$ cat src/sv/smm_pkg.sv
`timescale 1ns / 1ps
// ----------------------------------------------------------------------------
// smm_pkg
// Shared constants, types and the microcode table of the small matrix
// multiplier.
// ----------------------------------------------------------------------------
package smm_pkg;

  localparam int MAX_DIM    = 8;
  localparam int ELEM_WIDTH = 16;

  localparam int IDX_W   = (MAX_DIM > 1) ? $clog2(MAX_DIM) : 1;
  localparam int DIM_W   = $clog2(MAX_DIM + 1);
  localparam int CELLS   = MAX_DIM * MAX_DIM;
  localparam int ADDR_W  = $clog2(CELLS);
  localparam int MUL_W   = 2 * ELEM_WIDTH;

  localparam int CFG_W   = 4;
  localparam int POS_W   = 3;
  localparam int PROD_W  = 34;
  localparam int ACT_W   = 2;
  localparam int ELEM_IN_W = 16;
  localparam int IN_W    = 24;
  localparam int OUT_W   = 40;
  localparam int PADDR_W = 4;
  localparam int PDATA_W = 32;

  localparam int STEP_W  = 4;
  localparam int N_STEPS = 9;

  typedef enum logic [ACT_W-1:0] {
    ACT_LOAD_A  = 2'd0,
    ACT_LOAD_B  = 2'd1,
    ACT_COMPUTE = 2'd2,
    ACT_NONE    = 2'd3
  } action_e;

  typedef enum logic [1:0] {
    REG_ROWS_A = 2'd0,
    REG_COLS_A = 2'd1,
    REG_ROWS_B = 2'd2,
    REG_COLS_B = 2'd3
  } reg_e;

  typedef enum logic [2:0] {
    C_ALWAYS,
    C_START,
    C_DIMERR,
    C_KLAST,
    C_OUTFREE,
    C_MORE
  } cond_e;

  typedef enum logic [1:0] {
    F_NEXT,
    F_HOLD,
    F_IDLE
  } fail_e;

  typedef logic [STEP_W-1:0] step_t;

  localparam step_t ST_IDLE   = 4'd0;
  localparam step_t ST_SETUP  = 4'd1;
  localparam step_t ST_ROW    = 4'd2;
  localparam step_t ST_LOOP   = 4'd3;
  localparam step_t ST_DRAIN1 = 4'd4;
  localparam step_t ST_DRAIN2 = 4'd5;
  localparam step_t ST_EMIT   = 4'd6;
  localparam step_t ST_ADV    = 4'd7;
  localparam step_t ST_ERR    = 4'd8;

  typedef struct packed {
    logic accept;
    logic clr_ij;
    logic clr_k;
    logic issue;
    logic emit;
    logic emit_err;
    logic adv;
  } ctrl_t;

  typedef struct packed {
    ctrl_t ctrl;
    cond_e cond;
    fail_e on_false;
    step_t target;
  } uword_t;

  typedef struct packed {
    logic start;
    logic dim_err;
    logic k_last;
    logic out_free;
    logic more;
  } stat_t;

  typedef struct packed {
    logic [CFG_W-1:0] rows_a;
    logic [CFG_W-1:0] cols_a;
    logic [CFG_W-1:0] rows_b;
    logic [CFG_W-1:0] cols_b;
  } dims_t;

  function automatic uword_t ucode_rom(step_t s);
    uword_t w;
    w          = '0;
    w.cond     = C_ALWAYS;
    w.on_false = F_NEXT;
    w.target   = ST_IDLE;
    case (s)
      ST_IDLE: begin
        w.ctrl.accept = 1'b1;
        w.cond        = C_START;
        w.on_false    = F_HOLD;
        w.target      = ST_SETUP;
      end
      ST_SETUP: begin
        w.ctrl.clr_ij = 1'b1;
        w.cond        = C_DIMERR;
        w.on_false    = F_NEXT;
        w.target      = ST_ERR;
      end
      ST_ROW: begin
        w.ctrl.clr_k = 1'b1;
        w.target     = ST_LOOP;
      end
      ST_LOOP: begin
        w.ctrl.issue = 1'b1;
        w.cond       = C_KLAST;
        w.on_false   = F_HOLD;
        w.target     = ST_DRAIN1;
      end
      ST_DRAIN1: begin
        w.target = ST_DRAIN2;
      end
      ST_DRAIN2: begin
        w.target = ST_EMIT;
      end
      ST_EMIT: begin
        w.ctrl.emit = 1'b1;
        w.cond      = C_OUTFREE;
        w.on_false  = F_HOLD;
        w.target    = ST_ADV;
      end
      ST_ADV: begin
        w.ctrl.adv = 1'b1;
        w.cond     = C_MORE;
        w.on_false = F_IDLE;
        w.target   = ST_ROW;
      end
      ST_ERR: begin
        w.ctrl.emit_err = 1'b1;
        w.cond          = C_OUTFREE;
        w.on_false      = F_HOLD;
        w.target        = ST_IDLE;
      end
      default: begin
        w.target = ST_IDLE;
      end
    endcase
    return w;
  endfunction

  // Zero acts as one, anything above the store size as the store size.
  function automatic logic [DIM_W-1:0] clamp_dim(logic [CFG_W-1:0] r);
    logic [DIM_W-1:0] d;
    if (r == '0) begin
      d = DIM_W'(1);
    end else if (r > MAX_DIM) begin
      d = DIM_W'(MAX_DIM);
    end else begin
      d = DIM_W'(r);
    end
    return d;
  endfunction

  function automatic logic [ADDR_W-1:0] cell_addr(logic [IDX_W-1:0] r,
                                                  logic [IDX_W-1:0] c);
    return ADDR_W'(r * MAX_DIM + c);
  endfunction

endpackage

$ cat src/sv/smm_store.sv
`timescale 1ns / 1ps
// ----------------------------------------------------------------------------
// smm_store
// Element store of one matrix: one write port, one read port with
// registered read data.
// ----------------------------------------------------------------------------
module smm_store import smm_pkg::*; (
  input  logic                  clk_i,
  input  logic                  we_i,
  input  logic [ADDR_W-1:0]     waddr_i,
  input  logic [ELEM_WIDTH-1:0] wdata_i,
  input  logic                  re_i,
  input  logic [ADDR_W-1:0]     raddr_i,
  output logic [ELEM_WIDTH-1:0] rdata_o
);

  logic [ELEM_WIDTH-1:0] mem [CELLS];
  logic [ELEM_WIDTH-1:0] rdata_q;

  always_ff @(posedge clk_i) begin
    if (we_i) begin
      mem[waddr_i] <= wdata_i;
    end
    if (re_i) begin
      rdata_q <= mem[raddr_i];
    end
  end

  assign rdata_o = rdata_q;

endmodule

$ cat src/sv/smm_seq.sv
`timescale 1ns / 1ps
// ----------------------------------------------------------------------------
// smm_seq
// Microcode sequencer: step counter, control word table and conditional
// jumps.
// ----------------------------------------------------------------------------
module smm_seq import smm_pkg::*; (
  input  logic  clk_i,
  input  logic  rst_ni,
  input  stat_t stat_i,
  output ctrl_t ctrl_o
);

  step_t  pc_q, pc_d;
  uword_t word;
  logic   hit;

  assign word = ucode_rom(pc_q);

  always_comb begin
    case (word.cond)
      C_ALWAYS:  hit = 1'b1;
      C_START:   hit = stat_i.start;
      C_DIMERR:  hit = stat_i.dim_err;
      C_KLAST:   hit = stat_i.k_last;
      C_OUTFREE: hit = stat_i.out_free;
      C_MORE:    hit = stat_i.more;
      default:   hit = 1'b1;
    endcase
  end

  always_comb begin
    if (hit) begin
      pc_d = word.target;
    end else begin
      case (word.on_false)
        F_NEXT:  pc_d = pc_q + STEP_W'(1);
        F_HOLD:  pc_d = pc_q;
        F_IDLE:  pc_d = ST_IDLE;
        default: pc_d = ST_IDLE;
      endcase
    end
  end

  always_ff @(posedge clk_i or negedge rst_ni) begin
    if (!rst_ni) begin
      pc_q <= ST_IDLE;
    end else begin
      pc_q <= pc_d;
    end
  end

  assign ctrl_o = word.ctrl;

  a_pc_range: assert property (@(posedge clk_i) disable iff (!rst_ni)
    pc_q < STEP_W'(N_STEPS))
    else $error("step counter outside program");

endmodule

$ cat src/sv/smm_dp.sv
`timescale 1ns / 1ps
// ----------------------------------------------------------------------------
// smm_dp
// Datapath: element stores, index counters, multiply-accumulate pipeline
// and result register.
// ----------------------------------------------------------------------------
module smm_dp import smm_pkg::*; (
  input  logic             clk_i,
  input  logic             rst_ni,
  input  ctrl_t            ctrl_i,
  output stat_t            stat_o,
  input  dims_t            dims_i,
  input  logic             s_axis_tvalid_i,
  input  logic [IN_W-1:0]  s_axis_tdata_i,
  output logic             m_axis_tvalid_o,
  input  logic             m_axis_tready_i,
  output logic [OUT_W-1:0] m_axis_tdata_o,
  output logic             m_axis_tlast_o,
  output logic             m_axis_tuser_o
);

  action_e                      action;
  logic [POS_W-1:0]             row_in, col_in;
  logic signed [ELEM_IN_W-1:0]  elem_in;
  logic                         in_range, take;

  logic [DIM_W-1:0]             ra, ca, rb, cb, nr, nc, nk;
  logic                         ba, dim_err, last_el;

  logic [IDX_W-1:0]             i_q, j_q, k_q;
  logic [ADDR_W-1:0]            waddr, raddr_a, raddr_b;
  logic [ELEM_WIDTH-1:0]        wdata;
  logic                         we_a, we_b;
  logic signed [ELEM_WIDTH-1:0] rd_a, rd_b;

  logic                         rd_v_q, mul_v_q;
  logic signed [MUL_W-1:0]      mul_q;
  logic signed [PROD_W-1:0]     acc_q;

  logic                         out_v_q, out_free;
  logic [POS_W-1:0]             out_row_q, out_col_q;
  logic [PROD_W-1:0]            out_prod_q;
  logic                         out_last_q, out_err_q;

  assign action   = action_e'(s_axis_tdata_i[1:0]);
  assign row_in   = s_axis_tdata_i[4:2];
  assign col_in   = s_axis_tdata_i[7:5];
  assign elem_in  = $signed(s_axis_tdata_i[23:8]);
  assign take     = s_axis_tvalid_i && ctrl_i.accept;
  assign in_range = (row_in < MAX_DIM) && (col_in < MAX_DIM);

  assign waddr = cell_addr(IDX_W'(row_in), IDX_W'(col_in));
  assign wdata = ELEM_WIDTH'(elem_in);
  assign we_a  = take && in_range && (action == ACT_LOAD_A);
  assign we_b  = take && in_range && (action == ACT_LOAD_B);

  assign ra      = clamp_dim(dims_i.rows_a);
  assign ca      = clamp_dim(dims_i.cols_a);
  assign rb      = clamp_dim(dims_i.rows_b);
  assign cb      = clamp_dim(dims_i.cols_b);
  assign ba      = (ra == cb);
  assign dim_err = !ba && (ca != rb);
  assign nr      = ba ? rb : ra;
  assign nc      = ba ? ca : cb;
  assign nk      = ba ? ra : ca;
  assign last_el = (i_q == IDX_W'(nr - DIM_W'(1))) && (j_q == IDX_W'(nc - DIM_W'(1)));

  assign raddr_a = ba ? cell_addr(k_q, j_q) : cell_addr(i_q, k_q);
  assign raddr_b = ba ? cell_addr(i_q, k_q) : cell_addr(k_q, j_q);

  smm_store u_store_a (
    .clk_i   (clk_i),
    .we_i    (we_a),
    .waddr_i (waddr),
    .wdata_i (wdata),
    .re_i    (ctrl_i.issue),
    .raddr_i (raddr_a),
    .rdata_o (rd_a)
  );

  smm_store u_store_b (
    .clk_i   (clk_i),
    .we_i    (we_b),
    .waddr_i (waddr),
    .wdata_i (wdata),
    .re_i    (ctrl_i.issue),
    .raddr_i (raddr_b),
    .rdata_o (rd_b)
  );

  always_ff @(posedge clk_i or negedge rst_ni) begin
    if (!rst_ni) begin
      i_q     <= '0;
      j_q     <= '0;
      k_q     <= '0;
      rd_v_q  <= 1'b0;
      mul_v_q <= 1'b0;
    end else begin
      rd_v_q  <= ctrl_i.issue;
      mul_v_q <= rd_v_q;
      if (ctrl_i.clr_ij) begin
        i_q <= '0;
        j_q <= '0;
      end else if (ctrl_i.adv) begin
        if (j_q == IDX_W'(nc - DIM_W'(1))) begin
          j_q <= '0;
          i_q <= i_q + IDX_W'(1);
        end else begin
          j_q <= j_q + IDX_W'(1);
        end
      end
      if (ctrl_i.clr_k) begin
        k_q <= '0;
      end else if (ctrl_i.issue) begin
        k_q <= k_q + IDX_W'(1);
      end
    end
  end

  always_ff @(posedge clk_i) begin
    mul_q <= rd_a * rd_b;
    if (ctrl_i.clr_k) begin
      acc_q <= '0;
    end else if (mul_v_q) begin
      acc_q <= acc_q + PROD_W'(mul_q);
    end
  end

  assign out_free = !out_v_q || m_axis_tready_i;

  always_ff @(posedge clk_i or negedge rst_ni) begin
    if (!rst_ni) begin
      out_v_q <= 1'b0;
    end else if ((ctrl_i.emit || ctrl_i.emit_err) && out_free) begin
      out_v_q <= 1'b1;
    end else if (m_axis_tready_i) begin
      out_v_q <= 1'b0;
    end
  end

  always_ff @(posedge clk_i) begin
    if (ctrl_i.emit && out_free) begin
      out_row_q  <= POS_W'(i_q);
      out_col_q  <= POS_W'(j_q);
      out_prod_q <= acc_q;
      out_last_q <= last_el;
      out_err_q  <= 1'b0;
    end else if (ctrl_i.emit_err && out_free) begin
      out_row_q  <= '0;
      out_col_q  <= '0;
      out_prod_q <= '0;
      out_last_q <= 1'b1;
      out_err_q  <= 1'b1;
    end
  end

  assign m_axis_tvalid_o = out_v_q;
  assign m_axis_tdata_o  = {out_prod_q, out_col_q, out_row_q};
  assign m_axis_tlast_o  = out_last_q;
  assign m_axis_tuser_o  = out_err_q;

  assign stat_o.start    = take && (action == ACT_COMPUTE);
  assign stat_o.dim_err  = dim_err;
  assign stat_o.k_last   = (k_q == IDX_W'(nk - DIM_W'(1)));
  assign stat_o.out_free = out_free;
  assign stat_o.more     = !last_el;

  a_emit_drained: assert property (@(posedge clk_i) disable iff (!rst_ni)
    ctrl_i.emit |-> !rd_v_q && !mul_v_q)
    else $error("result taken before accumulation finished");

  a_issue_range: assert property (@(posedge clk_i) disable iff (!rst_ni)
    ctrl_i.issue |-> (DIM_W'(k_q) < nk))
    else $error("inner index beyond inner dimension");

  a_err_last: assert property (@(posedge clk_i) disable iff (!rst_ni)
    (m_axis_tvalid_o && m_axis_tuser_o) |-> m_axis_tlast_o)
    else $error("dimension error item not marked last");

endmodule

$ cat src/sv/small_matrix_multiply.sv
`timescale 1ns / 1ps
// Load items: one per cycle, back to back, while idle; no result.
// Compute item: nr*nc results, computed one after another on the single
// multiply-accumulate unit with one store read per cycle; no new item is
// taken until the last result has gone to the output register.
// Dimension mismatch: one error item instead of products.
// Reset: registers return to 1, sequencer to idle; stores are not cleared.
// ----------------------------------------------------------------------------
// small_matrix_multiply
// Two small signed matrices loaded element by element, product emitted row
// by row under control of a microcoded sequencer.
// ----------------------------------------------------------------------------
module small_matrix_multiply import smm_pkg::*; (
  input  logic               clk_i,
  input  logic               rst_ni,
  input  logic               psel,
  input  logic               penable,
  input  logic               pwrite,
  input  logic [PADDR_W-1:0] paddr,
  input  logic [PDATA_W-1:0] pwdata,
  output logic [PDATA_W-1:0] prdata,
  output logic               pready,
  input  logic               s_axis_tvalid_i,
  output logic               s_axis_tready_o,
  // action[1:0], row_index[4:2], col_index[7:5], element[23:8]
  input  logic [IN_W-1:0]    s_axis_tdata_i,
  output logic               m_axis_tvalid_o,
  input  logic               m_axis_tready_i,
  // out_row[2:0], out_col[5:3], product[39:6]
  output logic [OUT_W-1:0]   m_axis_tdata_o,
  output logic               m_axis_tlast_o,
  // dim_error[0]
  output logic               m_axis_tuser_o
);

  dims_t dims_q;
  ctrl_t ctrl;
  stat_t stat;
  reg_e  reg_sel;
  logic  wr_en;

  assign pready  = 1'b1;
  assign reg_sel = reg_e'(paddr[3:2]);
  assign wr_en   = psel && penable && pwrite && pready;

  always_ff @(posedge clk_i or negedge rst_ni) begin
    if (!rst_ni) begin
      dims_q.rows_a <= CFG_W'(1);
      dims_q.cols_a <= CFG_W'(1);
      dims_q.rows_b <= CFG_W'(1);
      dims_q.cols_b <= CFG_W'(1);
    end else if (wr_en) begin
      case (reg_sel)
        REG_ROWS_A: dims_q.rows_a <= pwdata[CFG_W-1:0];
        REG_COLS_A: dims_q.cols_a <= pwdata[CFG_W-1:0];
        REG_ROWS_B: dims_q.rows_b <= pwdata[CFG_W-1:0];
        REG_COLS_B: dims_q.cols_b <= pwdata[CFG_W-1:0];
        default: begin
        end
      endcase
    end
  end

  always_comb begin
    case (reg_sel)
      REG_ROWS_A: prdata = PDATA_W'(dims_q.rows_a);
      REG_COLS_A: prdata = PDATA_W'(dims_q.cols_a);
      REG_ROWS_B: prdata = PDATA_W'(dims_q.rows_b);
      REG_COLS_B: prdata = PDATA_W'(dims_q.cols_b);
      default:    prdata = '0;
    endcase
  end

  smm_seq u_seq (
    .clk_i  (clk_i),
    .rst_ni (rst_ni),
    .stat_i (stat),
    .ctrl_o (ctrl)
  );

  smm_dp u_dp (
    .clk_i           (clk_i),
    .rst_ni          (rst_ni),
    .ctrl_i          (ctrl),
    .stat_o          (stat),
    .dims_i          (dims_q),
    .s_axis_tvalid_i (s_axis_tvalid_i),
    .s_axis_tdata_i  (s_axis_tdata_i),
    .m_axis_tvalid_o (m_axis_tvalid_o),
    .m_axis_tready_i (m_axis_tready_i),
    .m_axis_tdata_o  (m_axis_tdata_o),
    .m_axis_tlast_o  (m_axis_tlast_o),
    .m_axis_tuser_o  (m_axis_tuser_o)
  );

  assign s_axis_tready_o = ctrl.accept;

endmodule

$ cat config.mk
export PLATFORM = sky130hd
export DESIGN_NAME = small_matrix_multiply
export DESIGN_NICKNAME = d
export VERILOG_FILES = /design/src/sv/smm_pkg.sv /design/src/sv/smm_store.sv /design/src/sv/smm_seq.sv /design/src/sv/smm_dp.sv /design/src/sv/small_matrix_multiply.sv
export SDC_FILE = /design/constraint.sdc
export NUM_CORES = 2
export LEC_CHECK = 0
export ABC_AREA = 1
export BUFFER_PORTS_ARGS = -buffer_cell sky130_fd_sc_hd__buf_2
export CAP_MARGIN = 15
export CELL_PAD_IN_SITES_DETAIL_PLACEMENT = 1
export CELL_PAD_IN_SITES_GLOBAL_PLACEMENT = 2
export CORE_ASPECT_RATIO = 1.2
export CORE_MARGIN = 2
export CORE_UTILIZATION = 45
export CTS_BUF_LIST = sky130_fd_sc_hd__clkbuf_4
export DETAILED_ROUTE_END_ITERATION = 12
export GPL_ROUTABILITY_DRIVEN = 1
export PLACE_DENSITY = 0.85
export SKIP_LAST_GASP = 1
export SYNTH_ARGS = -nofsm -noshare
export SYNTH_HDL_FRONTEND = slang
export SYNTH_HIERARCHICAL = 1
export SYNTH_SLANG_ARGS = --single-unit
export TNS_END_PERCENT = 10
$ cat constraint.sdc
create_clock -name clk_i -period 7.42 [get_ports clk_i]
set_input_delay 0.371 -clock clk_i [delete_from_list [all_inputs] [get_ports clk_i]]
set_output_delay 0.371 -clock clk_i [all_outputs]
set_load 0.05 [all_outputs]
==> results by group <==
Detailed routing
  – Drt drc: 0
  – Via Count: 73438
  – DR pass1 iterations: 6
  – DRT Wirelength: 309300 µm
  – Vias per cell: 5.532
  – Final ANT Viol Nets: 0
  – Initial DRC Count: 5074
  – Average wire per standard cell: 23.30 µm

Floorplan
  – Die W: 441.1 µm
  – Core ar.: 228000 µm²
  – Die height: 528.5 µm
  – Die area: 233100 µm²
  – Initial Util: 45.25%
  – I/O pin count: 144
  – Row count: 192

Min path
  – Min-Delay Startpoint: s_axis_tdata_i[17]
  – Hold Path End: u_dp/u_store_a/mem[9][9]
  – Min-delay worst type: in2reg
  – WHS Path Cells: 2

Clocking
  – Root Buffer: clkbuf_4
  – Inserted Clock Buffers: 577
  – Clock Tree Buf Depth: 4
  – Postcts setup bufs: 0
  – CTS tree: done
  – Clk slew on worst S/H paths: 70 ps
  – Clock sinks: 2220
  – H-tree depth: 6
  – Clk_lat worst skew: 1330 ps

Setup path
  – Critical Path Fanout Max: 16
  – Flop-to-flop setup slack: 1040 ps
  – CP Launch Type: flip-flop
  – CP cell instances: nand2_1 > fa_1 > inv_1 > fa_1 > fa_1 > fa_1 > fa_1 > inv_1 > fa_1 > inv_1 > ha_1 > a21oi_1 > a21boi_0 > nand2_1 > a21oi_1 > o21bai_1 > nand2_1 > nand2_1 > xor2_1
  – Req. time, crit path: 8610 ps
  – R2r endpoint: u_dp/mul_q[26]
  – Critical R2R Launch: u_dp/u_store_b/rdata_o[10]
  – Crit path max-delay cell type: edfxtp_1
  – Critical path data arrival time: 7570 ps
  – Worst Path Class, Setup: reg2reg
  – Worst Reg-to-Reg Cells: 19
  – Crit path largest cell delay: 850 ps
  – Critical path endpoint category: flip-flop
  – Crit-path most repeated cell: fa_1

Finish
  – Final nets: 10322
  – Area taken by multi-input logic gates: 31850 µm²
  – Area grow syn2layout: 10.43%
  – Register area: 65840 µm²
  – Layout cell share with drive strength beyond 1: 12.57%
  – Filler cell count: 24687

Global route
  – Largest net degree at the start of global routing: 205
  – Antenna violations before repair: 15
  – Global-route wire length before repair: 467800 µm
  – Total GRT Usage: 26.39%
  – Gr ovfl total: 0
  – Number of global-route vias before repair: 78710

Logic synthesis
  – Cell variety after synth: 51
  – Syn Area/Cell: 10.91 µm²
  – Yosys reg bits: 2220
  – Syn Std Cell Area: 103200 µm²
  – Post-synth ARST share: 1.441%
  – Ys flop type: edfxtp_1
  – Seq/Total Area, Yosys: 63.82%
  – Post-synth EDFFs: 2121
  – Total number of yosys warnings: 6
  – Synth Instances: 9459

Timing
  – Period utilisation layout: 86.03%
  – Post-Route Setup TNS: 0 ps
  – Final hold vios: 0
  – Final Critical Period: 6383 ps
  – Slew Viols, Final: 0
  – Fmax: 156.7 MHz
  – Finish-stage setup viols: 0
  – Rel. slew slack: 21.61%
  – Skew final: 145.9 ps
  – Worst-Margin Slew: 1176 ps
  – RSZ-0062 raised after global routing: no

Place
  – GP Congestion: 0.8360
  – Port Buffers: 84
  – Final HPWL DP: 187300 µm

Job
  – Max Cap Viol: 0

Outcome
  – Outcome: finished clean
[registers in the layout (all words and copies together) (netlist names)]
name	count
dims_q	16
u_dp/k_q	3
u_dp/u_store_b/mem	1024
u_dp/u_store_a/mem	1024
u_dp/acc_q	34
u_dp/rd_v_q	1
u_dp/mul_v_q	1
u_dp/mul_q	32
u_dp/m_axis_tvalid_o	1
u_dp/out_row_q	3
u_dp/m_axis_tuser_o	1
u_dp/out_prod_q	34
u_dp/j_q	3
u_dp/u_store_b/rdata_o	16
u_dp/u_store_a/rdata_o	16
u_seq/pc_q	4
u_dp/i_q	3
u_dp/m_axis_tlast_o	1
u_dp/out_col_q	3
[through the flow]
stage	worst slack (ps)	utilization (%)	hold WS (ps)	area, µm²	instances
2_1_floorplan	1841	-	75.41	103300	9486
3_3_place_gp	1054	46.54	334.0	106100	12235
3_5_place_dp	970.4	46.54	342.0	106100	12235
4_1_cts	996.0	49.95	1.162	113900	13263
5_1_grt	747.8	49.96	70.81	113900	13270
6_report	1037	49.97	134.1	113900	13276
[layout make-up]
| cell class | count | share of cell area [%] |
|---|---|---|
| Antenna cell | 13 | 0.02856 |
| Clock buffer | 811 | 5.345 |
| Clock inverter | 157 | 0.9556 |
| Inverter | 631 | 2.129 |
| Multi-Input combinational cell | 6076 | 27.96 |
| Sequential cell | 2220 | 57.80 |
| Tap cell | 3007 | 3.303 |
| Timing Repair Buffer | 361 | 2.480 |
[Yosys cell counts (3+ instances only)]
library cell  number  area [µm²]
nor4_1            16       100.1
inv_2             13       48.80
dfxtp_1           67        1341
or2_2              7       43.79
o211ai_1           4       30.03
xnor2_1           28       245.2
buf_2            227        1136
nand2_2           10       62.56
a21oi_1          109       545.5
dfstp_2            4       105.1
nand3_1         1814        9079
buf_1             34       127.6
fa_1             263        5265
dfrtp_1           28       700.7
nand3b_1           3       22.52
nand2_1         3145       11810
ha_1             125        1564
o21ai_0           83       415.4
o21bai_1           6       45.04
clkbuf_1         126       473.0
buf_4             69       518.0
nor2_2             6       37.54
inv_1            614        2305
o21ai_1            8       40.04
a21o_1            13       97.59
nor3_1            10       50.05
buf_6            101        1137
nor2_1           266       998.5
nand2_4            6       67.56
xor2_1            43       376.6
nand4_1           46       287.8
edfxtp_1        2121       63690
a31oi_1            5       31.28
o21ai_2            6       52.55
o21a_1             4       30.03
a21boi_0           3       22.52
nor2_4             7       78.83
[critical path: cells and delay by family, from the launching register on]
| kind | cells | cell delay [ps] |
|---|---|---|
| compound gates | 4 | 1000 |
| xor+xnor | 1 | 140 |
| fa+ha+maj | 7 | 3610 |
| buf+inv | 3 | 170 |
| flops | 1 | 850 |
| simple gates | 4 | 480 |
[placed cells by master (no fill, tap or decap), types with 11 or more instances in the layout]
cell           netlist  layout
dfxtp_1             67      67
o21ai_0             83      71
clkbuf_4             0     811
fa_1               263     263
dlygate4sd3_1        0      59
ha_1               125     125
nor2_2               6      14
inv_2               13      18
nand2_1           3145    3144
a21oi_1            109     109
nor4_2               0      16
bufinv_16            0      13
nor2_1             266     258
nand2_2             10      11
diode_2              0      13
clkinv_2             0      23
nand3_1           1814    1814
inv_1              614     611
buf_2              227      68
clkinv_1             1      88
xor2_1              43      43
dfrtp_1             28      28
a21o_1              13      13
xnor2_1             28      28
nand4_1             46      46
edfxtp_1          2121    2121
buf_12               0      11
buf_4               69     223
conb_1               2      29
[repair_timing]
action | 4_1_cts | 5_1_grt
gates resized for setup | 0 | 0
hold endpoints to repair | 1145 | 0
hold buffers | 60 | 0
[metal layers]
metal | global-route usage (%) | vias to the layer above | routed length [µm] | share of wire, %
met5 | 0 | - | 38 | 0.012
met4 | 11.03 | 6 | 12020 | 3.9
met3 | 3.907 | 624 | 17260 | 5.6
met2 | 45.59 | 2301 | 155300 | 50
met1 | 32.96 | 37375 | 124700 | 40
li1 | - | 33132 | - | -
[worst max path at each step]
| stage | from | endpoint | cells past startpoint |
|---|---|---|---|
| floorplan | u_dp/u_store_a/rdata_o[7] | u_dp/mul_q[26] | 21 |
| global placement | u_dp/u_store_a/rdata_o[7] | u_dp/mul_q[26] | 19 |
| detailed placement | u_dp/u_store_a/rdata_o[7] | u_dp/mul_q[26] | 19 |
| CTS | u_dp/u_store_a/rdata_o[7] | u_dp/mul_q[26] | 19 |
| global route | u_dp/u_store_b/rdata_o[10] | u_dp/mul_q[26] | 19 |
| finish | u_dp/u_store_b/rdata_o[10] | u_dp/mul_q[26] | 19 |
[logic make-up (layout without fill, tap and decap cells)]
logic type | after synthesis | after routing | share of synthesized area [%]
and+or+nand+nor | 5340 | 5340 | 21.99
adders and majority gates | 388 | 388 | 6.620
xor gates and xnor gates | 71 | 71 | 0.6028
AOI/OAI and AO/OA | 248 | 248 | 1.329
DFF | 2220 | 2220 | 63.82
other | 2 | 42 | 0.007280
buffers and inverters | 1190 | 1960 | 5.630
Power is not shown: default switching activity piles up to over one toggle a cycle in this logic, so the estimate is an artifact.
